[src/design/pnrm_pkg.sv]
package pnrm_pkg;
   localparam int PEERS_DEFAULT = 8;
   localparam int MSG_BITS_DEFAULT = 32;

   localparam logic [1:0] MODE_LOAD = 2'd0;
   localparam logic [1:0] MODE_TX = 2'd1;
   localparam logic [1:0] MODE_RX = 2'd2;
   localparam logic [1:0] MODE_TICK = 2'd3;

   localparam logic [3:0] ST_OK = 4'd0;
   localparam logic [3:0] ST_CRYPTO = 4'd1;
   localparam logic [3:0] ST_NOSPACE = 4'd2;
   localparam logic [3:0] ST_KEYREQ = 4'd3;
   localparam logic [3:0] ST_UNKNOWN = 4'd4;
   localparam logic [3:0] ST_REPLAY = 4'd5;
   localparam logic [3:0] ST_UPDATE = 4'd6;
   localparam logic [3:0] ST_EXPIRED = 4'd7;
   localparam logic [3:0] ST_IDLE = 4'd8;
   localparam logic [3:0] ST_LOADED = 4'd9;

   localparam logic [1:0] FR_FRESH = 2'd0;
   localparam logic [1:0] FR_EXPIRED = 2'd1;
   localparam logic [1:0] FR_UPDATE = 2'd2;

   localparam logic CSR_MAX_MSG = 1'b0;
   localparam logic CSR_MAX_NONCE = 1'b1;

   localparam logic [7:0] NONCE_TOP = 8'hff;

   typedef struct packed {
      logic [1:0]  mode;
      logic [63:0] addr_high;
      logic [63:0] addr_low;
      logic [31:0] msg_counter;
      logic [7:0]  nonce_counter;
      logic        crypto_ok;
   } req_type;

   typedef struct packed {
      logic [3:0]  status;
      logic [2:0]  slot;
      logic [31:0] out_msg_counter;
      logic [7:0]  out_nonce_counter;
   } rsp_type;
endpackage

[src/design/pnrm_if.sv]
interface pnrm_if #(parameter type payload_type = logic);
   logic        valid;
   logic        ready;
   payload_type payload;
   modport source(output valid, output payload, input ready);
   modport sink(input valid, input payload, output ready);
endinterface

[src/design/peer_nonce_replay_manager.sv]
// Peer nonce and replay manager.
// req_ channel: one transaction per request (load, transmit, receive, tick).
// rsp_ channel: exactly one result transaction per request, in order.
// csr_ port: write the message limit (index 0) and the nonce limit (index 1)
// only while idle.
// A two-entry request queue feeds the table engine. The engine matches the
// address over the peer table in the cycle it takes a request and does the
// read-modify-write of the matched entry in the next cycle, which loads the
// output register. It takes the next request only after its result has left
// the output register.
// Reset (synchronous) empties the table and queue and restores the limits.
// A stalled rsp_ready holds the result; the queue keeps taking requests until
// it is full.
module peer_nonce_replay_manager
   import pnrm_pkg::*;
#(
   parameter int PEERS = PEERS_DEFAULT,
   parameter int MSG_COUNTER_BITS = MSG_BITS_DEFAULT
) (
   input  logic        clock,
   input  logic        reset,
   pnrm_if.sink        req,
   pnrm_if.source      rsp,
   input  logic        csr_write,
   input  logic        csr_index,
   input  logic [31:0] csr_data
);
   logic [31:0] max_msg_ff;
   logic [7:0] max_nonce_ff;
   logic q_valid, q_ready;
   req_type q_data;

   always_ff @(posedge clock) begin
      if (reset) begin
         max_msg_ff <= 32'd65535;
         max_nonce_ff <= 8'd255;
      end else if (csr_write) begin
         unique case (csr_index)
            CSR_MAX_MSG: max_msg_ff <= csr_data;
            CSR_MAX_NONCE: max_nonce_ff <= csr_data[7:0];
            default: ;
         endcase
      end
   end

   pnrm_front u_front (
      .clock(clock), .reset(reset),
      .in_valid(req.valid), .in_ready(req.ready), .in_data(req.payload),
      .q_valid(q_valid), .q_ready(q_ready), .q_data(q_data)
   );

   pnrm_back #(.PEERS(PEERS), .MSG_COUNTER_BITS(MSG_COUNTER_BITS)) u_back (
      .clock(clock), .reset(reset),
      .q_valid(q_valid), .q_ready(q_ready), .q_data(q_data),
      .max_msg(max_msg_ff), .max_nonce(max_nonce_ff),
      .out_valid(rsp.valid), .out_ready(rsp.ready), .out_data(rsp.payload)
   );
endmodule

[src/design/pnrm_front.sv]
module pnrm_front
   import pnrm_pkg::*;
(
   input  logic    clock,
   input  logic    reset,
   input  logic    in_valid,
   output logic    in_ready,
   input  req_type in_data,
   output logic    q_valid,
   input  logic    q_ready,
   output req_type q_data
);
   // two-entry queue; msg_counter masked to the configured width by the back end
   req_type ent_ff [2];
   logic [1:0] cnt_ff, cnt_in;
   logic rd_ff, rd_in;
   logic wr_ff, wr_in;
   logic push, pop;

   assign in_ready = (cnt_ff != 2'd2);
   assign push = in_valid && in_ready;
   assign q_valid = (cnt_ff != 2'd0);
   assign pop = q_valid && q_ready;
   assign q_data = ent_ff[rd_ff];

   always_comb begin
      cnt_in = cnt_ff + {1'b0, push} - {1'b0, pop};
      rd_in = rd_ff ^ pop;
      wr_in = wr_ff ^ push;
   end

   always_ff @(posedge clock) begin
      if (reset) begin
         cnt_ff <= '0;
         rd_ff <= 1'b0;
         wr_ff <= 1'b0;
      end else begin
         cnt_ff <= cnt_in;
         rd_ff <= rd_in;
         wr_ff <= wr_in;
      end
      if (push) ent_ff[wr_ff] <= in_data;
   end

   a_cnt: assert property (@(posedge clock) disable iff (reset) cnt_ff <= 2'd2)
      else $error("queue overflow");
   a_ptr: assert property (@(posedge clock) disable iff (reset)
      (cnt_ff == 2'd1) |-> (rd_ff != wr_ff)) else $error("queue pointers");
   a_pop: assert property (@(posedge clock) disable iff (reset)
      (pop && !push) |=> (cnt_ff == $past(cnt_ff) - 2'd1)) else $error("pop count");
endmodule

[src/design/pnrm_back.sv]
module pnrm_back
   import pnrm_pkg::*;
#(
   parameter int PEERS = PEERS_DEFAULT,
   parameter int MSG_COUNTER_BITS = MSG_BITS_DEFAULT
) (
   input  logic        clock,
   input  logic        reset,
   input  logic        q_valid,
   output logic        q_ready,
   input  req_type     q_data,
   input  logic [31:0] max_msg,
   input  logic [7:0]  max_nonce,
   output logic        out_valid,
   input  logic        out_ready,
   output rsp_type     out_data
);
   localparam int SW = (PEERS > 1) ? $clog2(PEERS) : 1;
   localparam int CW = $clog2(PEERS + 1);
   localparam logic [31:0] MSG_MASK = 32'((64'd1 << MSG_COUNTER_BITS) - 64'd1);

   logic [63:0] ahi_ff [PEERS];
   logic [63:0] alo_ff [PEERS];
   logic [MSG_COUNTER_BITS-1:0] txm_ff [PEERS];
   logic [7:0] txn_ff [PEERS];
   logic [MSG_COUNTER_BITS-1:0] rxm_ff [PEERS];
   logic [7:0] rxn_ff [PEERS];
   logic [1:0] fr_ff [PEERS];
   logic [CW-1:0] known_ff;

   // stage 1: match, stage 2: update
   logic ph_ff;
   req_type r_ff;
   logic hit_ff, upd_hit_ff, exp_hit_ff;
   logic [SW-1:0] hs_ff, us_ff, es_ff;
   logic res_valid_ff;
   rsp_type res_ff;

   function automatic rsp_type mk_rsp(logic [3:0] st, logic [2:0] sl, logic [31:0] m,
                                      logic [7:0] n);
      rsp_type r;
      r.status = st;
      r.slot = sl;
      r.out_msg_counter = m;
      r.out_nonce_counter = n;
      return r;
   endfunction

   logic hit, uh, eh;
   logic [SW-1:0] hs, us, es;
   always_comb begin
      hit = 1'b0; uh = 1'b0; eh = 1'b0;
      hs = '0; us = '0; es = '0;
      for (int i = PEERS - 1; i >= 0; i--) begin
         if (CW'(i) < known_ff) begin
            if (ahi_ff[i] == q_data.addr_high && alo_ff[i] == q_data.addr_low) begin
               hit = 1'b1; hs = SW'(i);
            end
            if (fr_ff[i] == FR_UPDATE) begin
               uh = 1'b1; us = SW'(i);
            end
            if (fr_ff[i] == FR_EXPIRED) begin
               eh = 1'b1; es = SW'(i);
            end
         end
      end
   end

   assign q_ready = !ph_ff && !res_valid_ff;
   assign out_valid = res_valid_ff;
   assign out_data = res_ff;

   logic full;
   logic [SW-1:0] ns;
   logic [MSG_COUNTER_BITS-1:0] rm, tm;
   logic [7:0] tn;
   assign full = (known_ff >= CW'(PEERS));
   assign ns = SW'(known_ff);
   assign rm = MSG_COUNTER_BITS'(r_ff.msg_counter & MSG_MASK);
   assign tm = txm_ff[hs_ff];
   assign tn = txn_ff[hs_ff];

   always_ff @(posedge clock) begin
      if (reset) begin
         ph_ff <= 1'b0;
         res_valid_ff <= 1'b0;
         known_ff <= '0;
         for (int i = 0; i < PEERS; i++) begin
            ahi_ff[i] <= '0; alo_ff[i] <= '0; txm_ff[i] <= '0; txn_ff[i] <= '0;
            rxm_ff[i] <= '0; rxn_ff[i] <= '0; fr_ff[i] <= FR_FRESH;
         end
      end else begin
         if (res_valid_ff && out_ready) res_valid_ff <= 1'b0;
         if (q_valid && q_ready) begin
            ph_ff <= 1'b1;
            r_ff <= q_data;
            hit_ff <= hit; hs_ff <= hs;
            upd_hit_ff <= uh; us_ff <= us;
            exp_hit_ff <= eh; es_ff <= es;
         end
         if (ph_ff) begin
            ph_ff <= 1'b0;
            res_valid_ff <= 1'b1;
            unique case (r_ff.mode)
               MODE_LOAD: begin
                  if (r_ff.nonce_counter == 8'd0) begin
                     res_ff <= mk_rsp(ST_IDLE, '0, '0, '0);
                  end else if (full) begin
                     res_ff <= mk_rsp(ST_NOSPACE, '0, '0, '0);
                  end else begin
                     ahi_ff[ns] <= r_ff.addr_high; alo_ff[ns] <= r_ff.addr_low;
                     txm_ff[ns] <= '0; rxm_ff[ns] <= '0; rxn_ff[ns] <= '0;
                     known_ff <= known_ff + 1'b1;
                     if (r_ff.nonce_counter == NONCE_TOP) begin
                        fr_ff[ns] <= FR_EXPIRED; txn_ff[ns] <= NONCE_TOP;
                        res_ff <= mk_rsp(ST_LOADED, 3'(ns), '0, NONCE_TOP);
                     end else begin
                        fr_ff[ns] <= FR_FRESH;
                        txn_ff[ns] <= r_ff.nonce_counter + 8'd1;
                        res_ff <= mk_rsp(ST_LOADED, 3'(ns), '0, r_ff.nonce_counter + 8'd1);
                     end
                  end
               end
               MODE_TX: begin
                  if (r_ff.addr_high == '0 && r_ff.addr_low == '0) begin
                     res_ff <= mk_rsp(ST_CRYPTO, '0, '0, '0);
                  end else if (!hit_ff) begin
                     if (full) res_ff <= mk_rsp(ST_NOSPACE, '0, '0, '0);
                     else begin
                        ahi_ff[ns] <= r_ff.addr_high; alo_ff[ns] <= r_ff.addr_low;
                        txm_ff[ns] <= '0; txn_ff[ns] <= '0;
                        rxm_ff[ns] <= '0; rxn_ff[ns] <= '0;
                        fr_ff[ns] <= FR_EXPIRED;
                        known_ff <= known_ff + 1'b1;
                        res_ff <= mk_rsp(ST_KEYREQ, 3'(ns), '0, '0);
                     end
                  end else begin
                     if (fr_ff[hs_ff] != FR_FRESH) begin
                        res_ff <= mk_rsp(ST_KEYREQ, 3'(hs_ff), '0, '0);
                     end else if (tn == max_nonce) begin
                        fr_ff[hs_ff] <= FR_EXPIRED;
                        res_ff <= mk_rsp(ST_KEYREQ, 3'(hs_ff), '0, '0);
                     end else if (32'(tm) == max_msg) begin
                        txn_ff[hs_ff] <= tn + 8'd1;
                        txm_ff[hs_ff] <= MSG_COUNTER_BITS'(1);
                        fr_ff[hs_ff] <= FR_UPDATE;
                        res_ff <= mk_rsp(ST_OK, 3'(hs_ff), '0, tn + 8'd1);
                     end else begin
                        txm_ff[hs_ff] <= tm + 1'b1;
                        res_ff <= mk_rsp(ST_OK, 3'(hs_ff), 32'(tm), tn);
                     end
                  end
               end
               MODE_RX: begin
                  if (!hit_ff) res_ff <= mk_rsp(ST_UNKNOWN, '0, '0, '0);
                  else begin
                     if (fr_ff[hs_ff] == FR_EXPIRED) begin
                        res_ff <= mk_rsp(ST_KEYREQ, 3'(hs_ff), '0, '0);
                     end else if (rm <= rxm_ff[hs_ff] || r_ff.nonce_counter < rxn_ff[hs_ff]) begin
                        res_ff <= mk_rsp(ST_REPLAY, 3'(hs_ff), '0, '0);
                     end else if (!r_ff.crypto_ok) begin
                        res_ff <= mk_rsp(ST_CRYPTO, 3'(hs_ff), '0, '0);
                     end else begin
                        rxm_ff[hs_ff] <= rm; rxn_ff[hs_ff] <= r_ff.nonce_counter;
                        res_ff <= mk_rsp(ST_OK, 3'(hs_ff), '0, '0);
                     end
                  end
               end
               MODE_TICK: begin
                  if (upd_hit_ff) begin
                     fr_ff[us_ff] <= FR_FRESH;
                     res_ff <= mk_rsp(ST_UPDATE, 3'(us_ff), '0, txn_ff[us_ff]);
                  end else if (exp_hit_ff) begin
                     res_ff <= mk_rsp(ST_EXPIRED, 3'(es_ff), '0, '0);
                  end else begin
                     res_ff <= mk_rsp(ST_IDLE, '0, '0, '0);
                  end
               end
               default: ;
            endcase
         end
      end
   end

   a_known: assert property (@(posedge clock) disable iff (reset) known_ff <= CW'(PEERS))
      else $error("table count");
   a_one: assert property (@(posedge clock) disable iff (reset) !(ph_ff && res_valid_ff))
      else $error("overlap");
   a_res: assert property (@(posedge clock) disable iff (reset) ph_ff |=> res_valid_ff)
      else $error("no result");
endmodule

[src/flat_wrapper.sv]
// flat-port wrapper written by rule: the top's interface ports become plain ports
module peer_nonce_replay_manager_flat import pnrm_pkg::*;
#(
   parameter int PEERS = PEERS_DEFAULT,
   parameter int MSG_COUNTER_BITS = MSG_BITS_DEFAULT
)
  (clock, reset, csr_write, csr_index, csr_data, req_valid, req_payload, req_ready, rsp_valid, rsp_payload, rsp_ready);
  pnrm_if #(.payload_type(req_type)) req_i ();
  pnrm_if #(.payload_type(rsp_type)) rsp_i ();
  input  logic clock;
  input  logic reset;
  input  logic csr_write;
  input  logic csr_index;
  input  logic [31:0] csr_data;
  input wire logic [$bits(req_i.valid)-1:0] req_valid;
  input wire logic [$bits(req_i.payload)-1:0] req_payload;
  output wire logic [$bits(req_i.ready)-1:0] req_ready;
  output wire logic [$bits(rsp_i.valid)-1:0] rsp_valid;
  output wire logic [$bits(rsp_i.payload)-1:0] rsp_payload;
  input wire logic [$bits(rsp_i.ready)-1:0] rsp_ready;
  assign req_i.valid = req_valid;
  assign req_i.payload = req_payload;
  assign req_ready = req_i.ready;
  assign rsp_valid = rsp_i.valid;
  assign rsp_payload = rsp_i.payload;
  assign rsp_i.ready = rsp_ready;
  peer_nonce_replay_manager #(.PEERS(PEERS), .MSG_COUNTER_BITS(MSG_COUNTER_BITS)) u_core (.clock(clock), .reset(reset), .req(req_i), .rsp(rsp_i), .csr_write(csr_write), .csr_index(csr_index), .csr_data(csr_data));
endmodule
[config.mk]
export PLATFORM = sky130hd
export DESIGN_NAME = peer_nonce_replay_manager_flat
export DESIGN_NICKNAME = d
export VERILOG_FILES = /design/src/design/pnrm_pkg.sv /design/src/design/pnrm_if.sv /design/src/design/peer_nonce_replay_manager.sv /design/src/design/pnrm_front.sv /design/src/design/pnrm_back.sv /design/src/flat_wrapper.sv
export SDC_FILE = /design/constraint.sdc
export NUM_CORES = 2
export LEC_CHECK = 0
export BUFFER_PORTS_ARGS = -buffer_cell sky130_fd_sc_hd__buf_2
export CAP_MARGIN = 15
export CELL_PAD_IN_SITES_DETAIL_PLACEMENT = 0
export CELL_PAD_IN_SITES_GLOBAL_PLACEMENT = 1
export CORE_MARGIN = 4
export CORE_UTILIZATION = 45
export DETAILED_ROUTE_END_ITERATION = 8
export PLACE_DENSITY_LB_ADDON = 0.08
export SLEW_MARGIN = 20
export SYNTH_ARGS = -nofsm -noshare
export SYNTH_HDL_FRONTEND = slang
export SYNTH_SLANG_ARGS = --single-unit
[constraint.sdc]
create_clock -name clock -period 47.4 [get_ports clock]
set_input_delay 4.74 -clock clock [delete_from_list [all_inputs] [get_ports clock]]
set_output_delay 4.74 -clock clock [all_outputs]
set_load 0.01 [all_outputs]
Word-level counts from Yosys, hierarchy flattened
Memories as Yosys holds them, arrays and structs flattened. A register that Yosys moved wholly into a read port is not among the register bits. Cells that the tools add are included.

Register bits: 280. RAM bits: 2022. Input port bits: 209. Output and inout bits: 49. Logic and storage cells: 396. Memories kept: 8.

Add/subtract/negate cells: 6. $lt $le $gt $ge: 11. Eq/ne operators: 43. Multiplexer cells: 246. Bitwise logic cells: 15. Reductions and logical operators: 43.

Memory list: u_core.u_back.ahi_ff (depth 8, width 64, read ports 8, clocked after memory_dff 0, wr ports 8, line pnrm_back.sv:22) `logic [63:0] ahi_ff [PEERS];`; u_core.u_back.alo_ff (depth 8, width 64, read ports 8, clocked after memory_dff 0, wr ports 8, line pnrm_back.sv:23) `logic [63:0] alo_ff [PEERS];`; u_core.u_front.ent_ff (depth 2, width 171, read ports 1, clocked after memory_dff 1, wr ports 1, line pnrm_front.sv:14) `req_type ent_ff [2];`; u_core.u_back.rxm_ff (depth 8, width 32, read ports 1, clocked after memory_dff 1, wr ports 8, line pnrm_back.sv:26) `logic [MSG_COUNTER_BITS-1:0] rxm_ff [PEERS];`; u_core.u_back.txm_ff (depth 8, width 32, read ports 1, clocked after memory_dff 1, wr ports 8, line pnrm_back.sv:24) `logic [MSG_COUNTER_BITS-1:0] txm_ff [PEERS];`; u_core.u_back.rxn_ff (depth 8, width 8, read ports 1, clocked after memory_dff 1, wr ports 8, line pnrm_back.sv:27) `logic [7:0] rxn_ff [PEERS];`; 2 more memories.

Operators by type and width (count): 64-bit == test (16); 47-bit 2-to-1 mux (6); 64-bit 2-to-1 mux (4); 32-bit 2-to-1 mux (7); 3-bit 2-to-1 mux (67); 47-bit case mux with 4 select lines (1); 46-bit 2-to-1 mux (3); 1-bit 2-to-1 mux (134); 64-bit logical NOT (2); 32-bit OR reduction (4); 64-bit OR reduction (2); 45-bit 2-to-1 mux (2); 44-bit 2-to-1 mux (2); 8-bit 2-to-1 mux (8); 40-bit 2-to-1 mux (1); 32-bit by 1-bit adder with 32-bit output, second input constant (1); 32-bit == test (1); 32-bit <= comparator (1); 8-bit OR reduction (4); 2-bit by 1-bit == test with 1-bit output, second input constant (10); 2-bit == test, second input constant (10); 8-bit by 1-bit adder with 8-bit output, second input constant (2); 3-bit by 4-bit less-than comparator with 1-bit output, first input constant (4); 4-bit 2-to-1 mux (4); other kinds (24) (68).

Logic depth before layout (Yosys ltp)
An unclocked memory read counts as a cell.

Depth after elaboration: 20. Depth in mapped cells: 23. Gate-level depth less buffers: 14.

Modules after synthesis
From an unflattened synthesis, not the netlist that was laid out.

Cells, all modules: 7386. Area, all modules: 104717.9 um^2.

By module, submodules not included: pnrm_back (times used 1, cells an instance 6656, area an instance 90161.5 um^2, sequential area each 57595.2 um^2); pnrm_front (times used 1, cells an instance 559, area an instance 12886.1 um^2, sequential area each 10349.9 um^2); peer_nonce_replay_manager (times used 1, cells an instance 171, area an instance 1670.4 um^2, sequential area each 800.8 um^2).

Worst setup path before layout
No wires, ideal clock.

Path type: input -> register. From: input port reset. To: register (tool-made name). Library setup time: 0.149 ns. Arrival: 24.958 ns. Required time: 47.251 ns. Path slack: 22.293 ns. Stages on the path: 3. Buffers on the path: 1. Path through: clkbuf_1 nor4_1 mux2_2.

RTL lines: start, declared (line flat_wrapper.sv:11) `input logic reset;`.

==> metrics.yaml <==
outcome: "finished clean"
final_common_cell: "edfxtp_1"
fp.dieW_um: 486
ys_types: 72
setup_viol_count_final: 0
reg2reg_depth: 17
numCtsBuffers: 277
fin_skew_ns: 0.0523
wl_per_cell_um: 36.2
p_leak_uw: 0.0420
std_cell_rows: 175
r2r_setup_slack_ns: 40.02
dr.pass1.iters: 6
cap_violations: 0
overflow: 0
synthesis.area_mm2: 0.103
hold_class: "reg2reg"
peakVddDrop_uv: 44.6
p_clk_frac: 0.324
swShare: 0.337
synthCells: 7377
rsz0062_at_grt: "false"
ant_nets: 0
timing.rr.end: "u_core.u_back.rxm_ff[0][4]"
synth-edff-count: 2252
die_area_mm2: 0.237
multi_input_area_mm2: 0.0331
post-route-period-util: 0.225
fmax_mhz: 93.9
clkLatencyLatePin_ns: 0.94
end_kind: "register"
tritoncts: "done"
finalSetupTns_ns: 0
grt_pass1_wl_um: 543000
wl_um: 404000
area_growth_pct: 15.1
core_area_mm2: 0.227
synth-seq-cells: 2308
hold_violations: 0
async_reset_ff_frac: 0
routed_via_density: 6.07
initial_core_util: 0.453
drive_above_1_share: 0.177
cts-htree-levels: 5
cts_setup_buffers: 0
cp.arrival_ns: 11.18
fin_nets: 8177
power_frac_comb: 0.259
grt_max_degree: 129
drc: 0
gp_congestion: 0.998
worst_hold_slack_ns: 0.466
seqCellArea_mm2: 0.0688
yosys_warnings: 0
antenna_found_initial: 81
cts_root_buf: "clkbuf_16"
critPathLaunchType: "input pin"
tightest_slew_ns: 1.26
path_class: "in2reg"
place_hpwl_um: 254000
p_int_uw: 4010
grt_pass1_vias: 64500
drv_slew: 0
grtUsageTotal: 0.336
seq_area_frac_synth: 0.667
seqPwrFrac: 0.417
ctsHoldBuffers: 0
num-fill-cells: 19500
port_buffers: 257
ys.flop_type: "edfxtp_1"
synth_nets: 7635
hold_end: "u_core.max_msg_ff[20]"
fp.dieH_um: 486
slew_headroom: 0.151
avgSynthCellArea_um2: 14.0
powerDensity_mw_per_mm2: 51.0
worst_ep_required_time_ns: 47.92
min_path_cells: 2
switchingPower_uw: 2040
crit_fanout: 60
io_pins: 258
drt_iter0_drc: 9220
post_cts_resized: 0
final_cell_mix: "2252 x edfxtp_1, 1027 x and2_1, 824 x nor2_1, 519 x xnor2_1, 373 x buf_4"
vias: 67700
clock_sinks: 2308
min_period_ns: 10.65
clockBufferDepth: 4
holdCritStartpoint: "u_core.max_msg_ff[20]"
clk_pin_slew_ns: 0.06
-- final cells by class --
class	count	area share
inverters	159	0.00503
clock inverters	97	0.00606
clock buffers	355	0.0617
repair buffers	634	0.0351
well taps	3009	0.0317
multi-input cells	4539	0.279
diodes	50	0.00106
flip-flops and latches	2308	0.580
-- worst max-delay path, stage by stage --
cell,delay (ns)
buf_2,0.10
buf_4,0.28
inv_2,0.10
buf_4,0.69
nand2_1,0.42
inv_2,0.13
buf_4,0.58
nand3_1,0.79
nor3_2,0.67
buf_4,0.52
or2_4,0.37
buf_4,0.71
buf_4,0.78
-- cells by family (layout without fill, tap and decap cells) --
logic type | after synthesis | count (layout) | share of synthesized area
compound gates | 511 | 511 | 0.0354
xor+xnor | 817 | 817 | 0.0695
fa+ha+maj | 49 | 49 | 0.00595
buf+inv | 530 | 1245 | 0.0203
flops | 2308 | 2308 | 0.667
mux | 451 | 451 | 0.0655
other cells | 0 | 50 | 0
simple gates | 2711 | 2711 | 0.136
-- state kept, by name (all words and copies together) (netlist names), 3 cells and up, named ones only --
register,flops
u_core.u_back.r_ff,139
u_core.u_back.txn_ff,64
u_core.u_back.rxm_ff,256
u_core.u_back.known_ff,4
u_core.u_front.ent_ff,342
u_core.u_back.alo_ff,512
u_core.u_back.es_ff,3
u_core.u_back.us_ff,3
u_core.u_back.txm_ff,256
u_core.u_back.ahi_ff,512
u_core.u_back.out_data,47
u_core.u_back.rxn_ff,64
u_core.u_back.rm,32
u_core.u_back.hs_ff,3
u_core.max_nonce_ff,8
u_core.max_msg_ff,32
u_core.u_back.fr_ff,16
-- metal layers --
| layer | wire length [um] | share of wire | track usage | vias up |
|---|---|---|---|---|
| met3 | 39300 | 0.097 | 0.0668 | 1014 |
| li1 | - | - | - | 28000 |
| met5 | 138 | 0.00034 | 0 | - |
| met2 | 185000 | 0.46 | 0.525 | 3961 |
| met1 | 151000 | 0.37 | 0.434 | 34700 |
| met4 | 29200 | 0.072 | 0.207 | 20 |
-- cells in the mapped netlist, drive strengths merged, types with 44 or more instances --
cell type  number  area (um^2)
dfxtp          56         1120
ha             49          613
nand2         325         1220
nor4          197         1260
xor2          298         2610
nor3           45          225
o21ai          66          345
xnor2         519         4550
mux2           50          563
mux2i         234         2420
nor2          831         3120
mux4          167         3760
nand3          65          325
nand4         132          826
clkbuf        303         1140
a22oi          44          330
and2         1027         6420
edfxtp       2252        67600
a221oi         46          403
inv           159          597
buf            68          358
o22ai          80          519
a211oi         44          330
a21oi          89          528
-- how the worst max path moves through the flow --
stage	to	start
detailed placement	u_core.u_back.ahi_ff[1][6]	reset
CTS	u_core.u_back.alo_ff[1][36]	reset
finish	u_core.u_back.ahi_ff[0][57]	reset
global route	u_core.u_back.ahi_ff[0][17]	reset
floorplan	register	reset
global placement	u_core.u_back.ahi_ff[1][10]	reset
-- per-stage QoR --
stage	power (uW)	instance area, um^2	utilization	setup slack, ns	std cells
6_report	6050	119000	0.521	36.75	11200
5_1_grt	6180	118000	0.521	36.48	11100
4_1_cts	6040	118000	0.521	36.83	11100
3_5_place_dp	4090	110000	0.485	35.89	10600
3_3_place_gp	4080	110000	0.485	35.90	10600
2_1_floorplan	3280	103000	-	22.29	7377
-- power by group through the flow --
stage          Combinational (uW)  Clock (uW)  Sequential [uW]
6_report                     1570        1960             2520
5_1_grt                      1580        2070             2530
4_1_cts                      1540        1990             2520
3_5_place_dp                 1530           0             2560
3_3_place_gp                 1530           0             2560
2_1_floorplan                 723           0             2560
Note: power is estimated with default switching activity, not from simulation.
